[src/rtl/kcl_pkg.sv]
// Package with the types, constants and event codes of the keypad code lock.
`timescale 1ns / 1ps
package kcl_pkg;

  localparam int MAX_ENTRY_DEF = 16;
  localparam int CFG_W         = 64;
  localparam int IDX_W         = 3;
  localparam int CNT_W         = 5;
  localparam int FAIL_W        = 8;
  localparam int TICK_W        = 24;
  localparam int KEY_W         = 8;

  localparam logic [KEY_W-1:0] KEY_CLEAR = 8'h43;
  localparam logic [KEY_W-1:0] KEY_ENTER = 8'h23;

  localparam logic [IDX_W-1:0] REG_CODE_LOW   = 3'd0;
  localparam logic [IDX_W-1:0] REG_CODE_HIGH  = 3'd1;
  localparam logic [IDX_W-1:0] REG_CODE_LEN   = 3'd2;
  localparam logic [IDX_W-1:0] REG_FAIL_LIMIT = 3'd3;
  localparam logic [IDX_W-1:0] REG_LOCK_TICKS = 3'd4;
  localparam logic [IDX_W-1:0] REG_DOOR_TICKS = 3'd5;

  localparam logic [CFG_W-1:0]  RST_CODE_LOW   = 64'd875770417;
  localparam logic [CFG_W-1:0]  RST_CODE_HIGH  = 64'd0;
  localparam logic [CNT_W-1:0]  RST_CODE_LEN   = 5'd4;
  localparam logic [FAIL_W-1:0] RST_FAIL_LIMIT = 8'd3;
  localparam logic [TICK_W-1:0] RST_LOCK_TICKS = 24'd10000;
  localparam logic [TICK_W-1:0] RST_DOOR_TICKS = 24'd3000;

  localparam logic ACT_KEY  = 1'b0;
  localparam logic ACT_TICK = 1'b1;

  typedef enum logic [2:0] {
    EV_NONE     = 3'd0,
    EV_STORED   = 3'd1,
    EV_DROPPED  = 3'd2,
    EV_CLEARED  = 3'd3,
    EV_ACCEPTED = 3'd4,
    EV_WRONG    = 3'd5,
    EV_LOCKED   = 3'd6,
    EV_UNLOCKED = 3'd7
  } kcl_event_t;

  typedef struct packed {
    logic [CFG_W-1:0]  code_low;
    logic [CFG_W-1:0]  code_high;
    logic [CNT_W-1:0]  code_length;
    logic [FAIL_W-1:0] fail_limit;
    logic [TICK_W-1:0] lockout_ticks;
    logic [TICK_W-1:0] door_hold_ticks;
  } kcl_cfg_t;

  typedef struct packed {
    kcl_event_t        event_res;
    logic              door_held;
    logic              locked;
    logic [CNT_W-1:0]  entry_length;
    logic [FAIL_W-1:0] attempts_left;
    logic [TICK_W-1:0] lockout_remaining;
  } kcl_result_t;

endpackage

[src/rtl/kcl_cfg.sv]
// Configuration register file of the keypad code lock.
`timescale 1ns / 1ps
module kcl_cfg (
  input  logic                        clk,
  input  logic                        rst,
  input  logic                        cfg_we,
  input  logic [kcl_pkg::IDX_W-1:0]   cfg_index,
  input  logic [kcl_pkg::CFG_W-1:0]   cfg_data,
  output kcl_pkg::kcl_cfg_t           cfg
);
  import kcl_pkg::*;

  always_ff @(posedge clk) begin
    if (rst) begin
      cfg.code_low        <= RST_CODE_LOW;
      cfg.code_high       <= RST_CODE_HIGH;
      cfg.code_length     <= RST_CODE_LEN;
      cfg.fail_limit      <= RST_FAIL_LIMIT;
      cfg.lockout_ticks   <= RST_LOCK_TICKS;
      cfg.door_hold_ticks <= RST_DOOR_TICKS;
    end else if (cfg_we) begin
      case (cfg_index)
        REG_CODE_LOW:   cfg.code_low        <= cfg_data;
        REG_CODE_HIGH:  cfg.code_high       <= cfg_data;
        REG_CODE_LEN:   cfg.code_length     <= cfg_data[CNT_W-1:0];
        REG_FAIL_LIMIT: cfg.fail_limit      <= cfg_data[FAIL_W-1:0];
        REG_LOCK_TICKS: cfg.lockout_ticks   <= cfg_data[TICK_W-1:0];
        REG_DOOR_TICKS: cfg.door_hold_ticks <= cfg_data[TICK_W-1:0];
        default: ;
      endcase
    end
  end

endmodule

[src/rtl/kcl_core.sv]
// Lock state, entry buffer and the decision logic for one key or tick.
`timescale 1ns / 1ps
module kcl_core #(
  parameter int MAX_ENTRY = kcl_pkg::MAX_ENTRY_DEF
) (
  input  logic                        clk,
  input  logic                        rst,
  input  logic                        step,
  input  logic                        action,
  input  logic [kcl_pkg::KEY_W-1:0]   key_code,
  input  kcl_pkg::kcl_cfg_t           cfg,
  output kcl_pkg::kcl_result_t        result
);
  import kcl_pkg::*;

  logic [KEY_W-1:0]  entry [MAX_ENTRY];
  logic [CNT_W-1:0]  entry_count, entry_count_next;
  logic [FAIL_W-1:0] fail_count, fail_count_next;
  logic [TICK_W-1:0] lockout_count, lockout_count_next;
  logic [TICK_W-1:0] door_count, door_count_next;
  logic [2*CFG_W-1:0] code_all;
  logic              chars_equal;
  logic              entry_match;
  logic              store;
  kcl_event_t        ev;

  assign code_all = {cfg.code_high, cfg.code_low};

  always_comb begin
    chars_equal = 1'b1;
    for (int i = 0; i < MAX_ENTRY; i++) begin
      if (CNT_W'(i) < entry_count && entry[i] != code_all[8*i +: 8]) begin
        chars_equal = 1'b0;
      end
    end
  end

  assign entry_match = (entry_count == cfg.code_length)
                    && (cfg.code_length <= CNT_W'(MAX_ENTRY)) && chars_equal;

  always_comb begin
    entry_count_next   = entry_count;
    fail_count_next    = fail_count;
    lockout_count_next = lockout_count;
    door_count_next    = door_count;
    store              = 1'b0;
    ev                 = EV_NONE;
    if (action == ACT_TICK) begin
      if (door_count != '0) begin
        door_count_next = door_count - 1'b1;
      end
      if (lockout_count != '0) begin
        lockout_count_next = lockout_count - 1'b1;
        if (lockout_count == TICK_W'(1)) begin
          fail_count_next = '0;
          ev              = EV_UNLOCKED;
        end
      end
    end else if (door_count != '0 || lockout_count != '0) begin
      ev = EV_DROPPED;
    end else if (key_code == KEY_CLEAR) begin
      entry_count_next = '0;
      ev               = EV_CLEARED;
    end else if (key_code == KEY_ENTER) begin
      entry_count_next = '0;
      if (entry_match) begin
        fail_count_next = '0;
        door_count_next = cfg.door_hold_ticks;
        ev              = EV_ACCEPTED;
      end else begin
        if (fail_count != '1) begin
          fail_count_next = fail_count + 1'b1;
        end
        ev = EV_WRONG;
        if (fail_count_next >= cfg.fail_limit) begin
          ev                 = EV_LOCKED;
          lockout_count_next = cfg.lockout_ticks;
          if (cfg.lockout_ticks == '0) begin
            fail_count_next = '0;
          end
        end
      end
    end else if (entry_count < CNT_W'(MAX_ENTRY)) begin
      store            = 1'b1;
      entry_count_next = entry_count + 1'b1;
      ev               = EV_STORED;
    end else begin
      ev = EV_DROPPED;
    end
  end

  always_ff @(posedge clk) begin
    if (rst) begin
      entry_count   <= '0;
      fail_count    <= '0;
      lockout_count <= '0;
      door_count    <= '0;
    end else if (step) begin
      entry_count   <= entry_count_next;
      fail_count    <= fail_count_next;
      lockout_count <= lockout_count_next;
      door_count    <= door_count_next;
    end
  end

  always_ff @(posedge clk) begin
    for (int i = 0; i < MAX_ENTRY; i++) begin
      if (step && store && entry_count == CNT_W'(i)) begin
        entry[i] <= key_code;
      end
    end
  end

  always_comb begin
    result.event_res         = ev;
    result.door_held         = (door_count_next != '0);
    result.locked            = (lockout_count_next != '0);
    result.entry_length      = entry_count_next;
    result.attempts_left     = (cfg.fail_limit > fail_count_next)
                             ? cfg.fail_limit - fail_count_next : '0;
    result.lockout_remaining = lockout_count_next;
  end

endmodule

[src/rtl/keypad_code_lock_with_lockout_top.sv]
// Keypad code lock with lockout: input register, decision core and result register.
// The core decides the word in the input register; the result register stores its result.
// Throughput: one word per cycle while results are taken; the core decides combinationally.
// While a result waits, the input register takes one more word and then holds the input off.
// Reset clears the entry, fail, lockout and door counters and loads the default code.
`timescale 1ns / 1ps
module keypad_code_lock_with_lockout_top #(
  parameter int MAX_ENTRY = kcl_pkg::MAX_ENTRY_DEF
) (
  input  logic                        clk,
  input  logic                        rst,
  input  logic                        in_valid,
  output logic                        in_ready,
  input  logic                        action,
  input  logic [kcl_pkg::KEY_W-1:0]   key_code,
  output logic                        out_valid,
  input  logic                        out_ready,
  output logic [2:0]                  event_res,
  output logic                        door_held,
  output logic                        locked,
  output logic [kcl_pkg::CNT_W-1:0]   entry_length,
  output logic [kcl_pkg::FAIL_W-1:0]  attempts_left,
  output logic [kcl_pkg::TICK_W-1:0]  lockout_remaining,
  input  logic                        cfg_we,
  input  logic [kcl_pkg::IDX_W-1:0]   cfg_index,
  input  logic [kcl_pkg::CFG_W-1:0]   cfg_data
);
  import kcl_pkg::*;

  kcl_cfg_t    cfg;
  kcl_result_t result;
  kcl_result_t res_reg;
  logic        ir_valid;
  logic        ir_action;
  logic [KEY_W-1:0] ir_key;
  logic        step;

  assign step     = ir_valid && (!out_valid || out_ready);
  assign in_ready = !ir_valid || step;

  kcl_cfg u_cfg (
    .clk       (clk),
    .rst       (rst),
    .cfg_we    (cfg_we),
    .cfg_index (cfg_index),
    .cfg_data  (cfg_data),
    .cfg       (cfg)
  );

  kcl_core #(
    .MAX_ENTRY (MAX_ENTRY)
  ) u_core (
    .clk      (clk),
    .rst      (rst),
    .step     (step),
    .action   (ir_action),
    .key_code (ir_key),
    .cfg      (cfg),
    .result   (result)
  );

  always_ff @(posedge clk) begin
    if (rst) begin
      ir_valid  <= 1'b0;
      out_valid <= 1'b0;
    end else begin
      if (in_ready) begin
        ir_valid <= in_valid;
      end
      if (step) begin
        out_valid <= 1'b1;
      end else if (out_ready) begin
        out_valid <= 1'b0;
      end
    end
  end

  always_ff @(posedge clk) begin
    if (in_ready && in_valid) begin
      ir_action <= action;
      ir_key    <= key_code;
    end
    if (step) begin
      res_reg <= result;
    end
  end

  assign event_res         = res_reg.event_res;
  assign door_held         = res_reg.door_held;
  assign locked            = res_reg.locked;
  assign entry_length      = res_reg.entry_length;
  assign attempts_left     = res_reg.attempts_left;
  assign lockout_remaining = res_reg.lockout_remaining;

endmodule

[config.mk]
export PLATFORM = sky130hd
export DESIGN_NAME = keypad_code_lock_with_lockout_top
export DESIGN_NICKNAME = d
export VERILOG_FILES = /design/src/rtl/kcl_pkg.sv /design/src/rtl/kcl_cfg.sv /design/src/rtl/kcl_core.sv /design/src/rtl/keypad_code_lock_with_lockout_top.sv
export SDC_FILE = /design/constraint.sdc
export NUM_CORES = 1
export LEC_CHECK = 0
export BUFFER_PORTS_ARGS = -buffer_cell sky130_fd_sc_hd__buf_2
export CAP_MARGIN = 20
export CELL_PAD_IN_SITES_DETAIL_PLACEMENT = 2
export CELL_PAD_IN_SITES_GLOBAL_PLACEMENT = 2
export CORE_ASPECT_RATIO = 1.2
export CORE_MARGIN = 1
export CORE_UTILIZATION = 41
export DETAILED_ROUTE_END_ITERATION = 6
export PLACE_DENSITY_LB_ADDON = 0.1
export SLEW_MARGIN = 40
export SYNTH_ARGS = -nofsm -noshare
export SYNTH_HDL_FRONTEND = slang
export SYNTH_HIERARCHICAL = 1
export SYNTH_SLANG_ARGS = --single-unit
export TNS_END_PERCENT = 10
[constraint.sdc]
create_clock -name clk -period 6.9 [get_ports clk]
set_input_delay 1.725 -clock clk [delete_from_list [all_inputs] [get_ports clk]]
set_output_delay 1.725 -clock clk [all_outputs]
set_load 0.005 [all_outputs]
==> results_dict.tcl <==
set metrics [dict create \
    finClkSkew_ps 20.0 \
    vias_per_cell 5.58 \
    areaGrowthSynthToFinish_pct 13.5 \
    mostFrequentLayoutCells "252 x dfxtp_1, 236 x nand2b_1, 220 x mux2i_1" \
    critPathKind "reg2reg" \
    gp_congestion 0.857 \
    cap_violations 0 \
    slew_headroom_pct 43.8 \
    grt_max_degree 105 \
    hpwl_um 47000 \
    tns_ps 0 \
    synth_cell_type_count 100 \
    portBuffers 124 \
    cp_max_fo 9 \
    yosysTopAreaCell "edfxtp_1" \
    cts.sinks 431 \
    finalNetCount 2115 \
    worst_pin_slew_ps 840 \
    initial_core_util_pct 41.8 \
    failed_checks "design-rule violations" \
    clockBufferDepth 3 \
    critPathLaunchType "flop" \
    p_leak_uw 0.00917 \
    hp-class "reg2reg" \
    final_max_slew_viol_count 0 \
    synth_area_mm2 0.0207 \
    layout-drive-gt1-share_pct 13.6 \
    synth_top_area_share_pct 26.0 \
    synthFlopType "dfxtp_1" \
    cts_setup_buffers 0 \
    grt_pass1_vias 16600 \
    syn_inst 1916 \
    crit_arrival_ps 6710 \
    row_count 89 \
    die-area_mm2 0.0513 \
    cts.hold.buffers_added 0 \
    dr.pass1.iters 7 \
    synth_warnings 6 \
    status "complete, but fails checks" \
    setup_viol 0 \
    whs_ps 489 \
    via_count 15000 \
    num_io_pins 125 \
    drc 3 \
    post_cts_resized 0 \
    synth_fp_nets 2021 \
    cp-end-kind "flop" \
    coreArea_mm2 0.0494 \
    n_antenna_cell 0 \
    n_fill_cell 5144 \
    p_total_uw 6320 \
    seq_area_frac_synth_pct 50.4 \
    grt_usage_pct 26.3 \
    htree_num_levels 2 \
    dpl_worst_slack_ps 609 \
    die_w_um 207 \
    die_y_um 248 \
    synth-async-reset-ratio_pct 0 \
    antenna_found_initial 1 \
    clk_pin_slew_ps 60 \
    avgRoutedWirePerCell_um 25.0 \
    numCtsBuffers 47 \
    final_common_cell "dfxtp_1" \
    ant_nets 0 \
    fin_crit_sh_pct 93.0 \
    worstPathRequired_ps 7190 \
    synth_edf_count 179 \
    drtIter0Drc 630 \
    period_minus_slack_ps 6420 \
    root_buffer "clkbuf_16" \
    grt_pass1_wl_um 101000 \
    clk_latency_ps 590 \
    power.density_mw_per_mm2 269 \
    grt-ovfl-total 0 \
    synth_area_per_cell_um2 10.8 \
    ys_ff_latch 431 \
    max_freq_ghz 0.156 \
    rsz0062_at_grt "false" \
    routed_wirelength_um 67000 \
    synth_area_leaders "edfxtp_1 26%, dfxtp_1 24%, mux2i_1 11%, nand2b_1 7.1%, xor2_1 3.7%" \
    max-vdd-ir-drop_mv 0.249 \
    cts_tree "yes" \
    finalHoldViolations 0 \
    fin_ws_ps 484 \
]
-- registers in the layout (all words and copies together) (netlist names) --
name and flops:
event_res 3, u_cfg/cfg 189, door_held 1, u_core/fail_count 8, entry_length 5, u_core/entry_count 5
u_core/lockout_count 24, attempts_left 8, ir_key 8, lockout_remaining 24, locked 1, u_core/door_count 24
out_valid 1, ir_action 1, u_core/entry 128, ir_valid 1
-- worst max-delay path, stage by stage (launching register included) --
cell and delay, ps:
dfxtp_1 370, ha_1 230, and2_1 220, nand3_1 270
nand4_1 190, nor2_1 280, xor2_1 190, ha_1 270
a2111oi_0 570, nor2b_1 190, o21ai_0 130, nand3_1 150
o21ai_4 130, or3_1 450, o21ai_0 250, and2_1 150
o21ai_0 190, ha_1 520, nand4_1 220, nor2_1 200
nand2_1 70, o21a_1 180, a211oi_2 580, a41oi_1 110
-- final timing paths --
path                                      startpoint          endpoint  slack [ps]  depth (start not counted)
worst min register to register        u_cfg/cfg[169]    u_cfg/cfg[169]         490                          2
worst max register to register  u_core/fail_count[0]  attempts_left[7]         480                         23
worst max-delay path            u_core/fail_count[0]  attempts_left[7]         480                         23
worst min-delay path                  u_cfg/cfg[169]    u_cfg/cfg[169]         490                          2
-- final cells by class --
| type | count | area, um^2 | area share (%) |
|---|---|---|---|
| sequential | 431 | 10400 | 44.4 |
| timing repair buffer | 149 | 837 | 3.57 |
| inverter | 48 | 180 | 0.768 |
| clock inverter | 26 | 339 | 1.44 |
| clock buffer | 60 | 1280 | 5.44 |
| tap | 637 | 797 | 3.40 |
| multi-input combinational | 1333 | 9620 | 41.0 |
-- report_power, final --
group	internal [uW]	total, uW	switching (uW)
Sequential	2730	2810	71.1
Clock	1580	2660	1090
Combinational	323	854	532
-- logic make-up after synthesis --
group	Yosys count	share of synthesized area (%)
AND/OR/NAND/NOR	706	19.7
flip-flops	431	50.4
multiplexers	224	10.9
AO/OA/AOI/OAI	216	7.31
XOR/XNOR	161	6.82
buffers and inverters	152	3.26
adder cells (fa/ha/maj)	26	1.59
-- per-stage QoR --
step           std cells  instance area, um^2  utilization (%)
2_1_floorplan       1916                20700                -
3_3_place_gp        2598                21800             44.2
3_5_place_dp        2598                21800             44.2
4_1_cts             2684                23500             47.4
5_1_grt             2684                23500             47.5
6_report            2684                23500             47.5
-- per-layer routing --
metal	global-route usage (%)	part of all wire (%)	vias to the layer above
met5	0	0.013	-
met2	48.0	52	264
li1	-	-	6991
met1	30.6	41	7596
met4	10.5	4.0	2
met3	3.77	3.0	125
-- Yosys cell counts, drive strengths merged (6+ instances only) --
library cell  number
o21ai             41
o21a              10
inv               47
mux2i            220
o22ai              6
nand2             55
nand3             24
edfxtp           179
a21o              20
a21oi             55
nor4              48
xor2              87
a211oi            16
nor3              43
a31oi              8
clkbuf            64
ha                23
nor2b              8
o31ai              6
nand4             36
a311oi            14
xnor2             74
and3              19
dfxtp            252
nand3b             7
nor2             164
nand2b           236
o211ai             7
or3               13
and2              14
buf               40
Note: power is estimated with default switching activity, not from simulation.
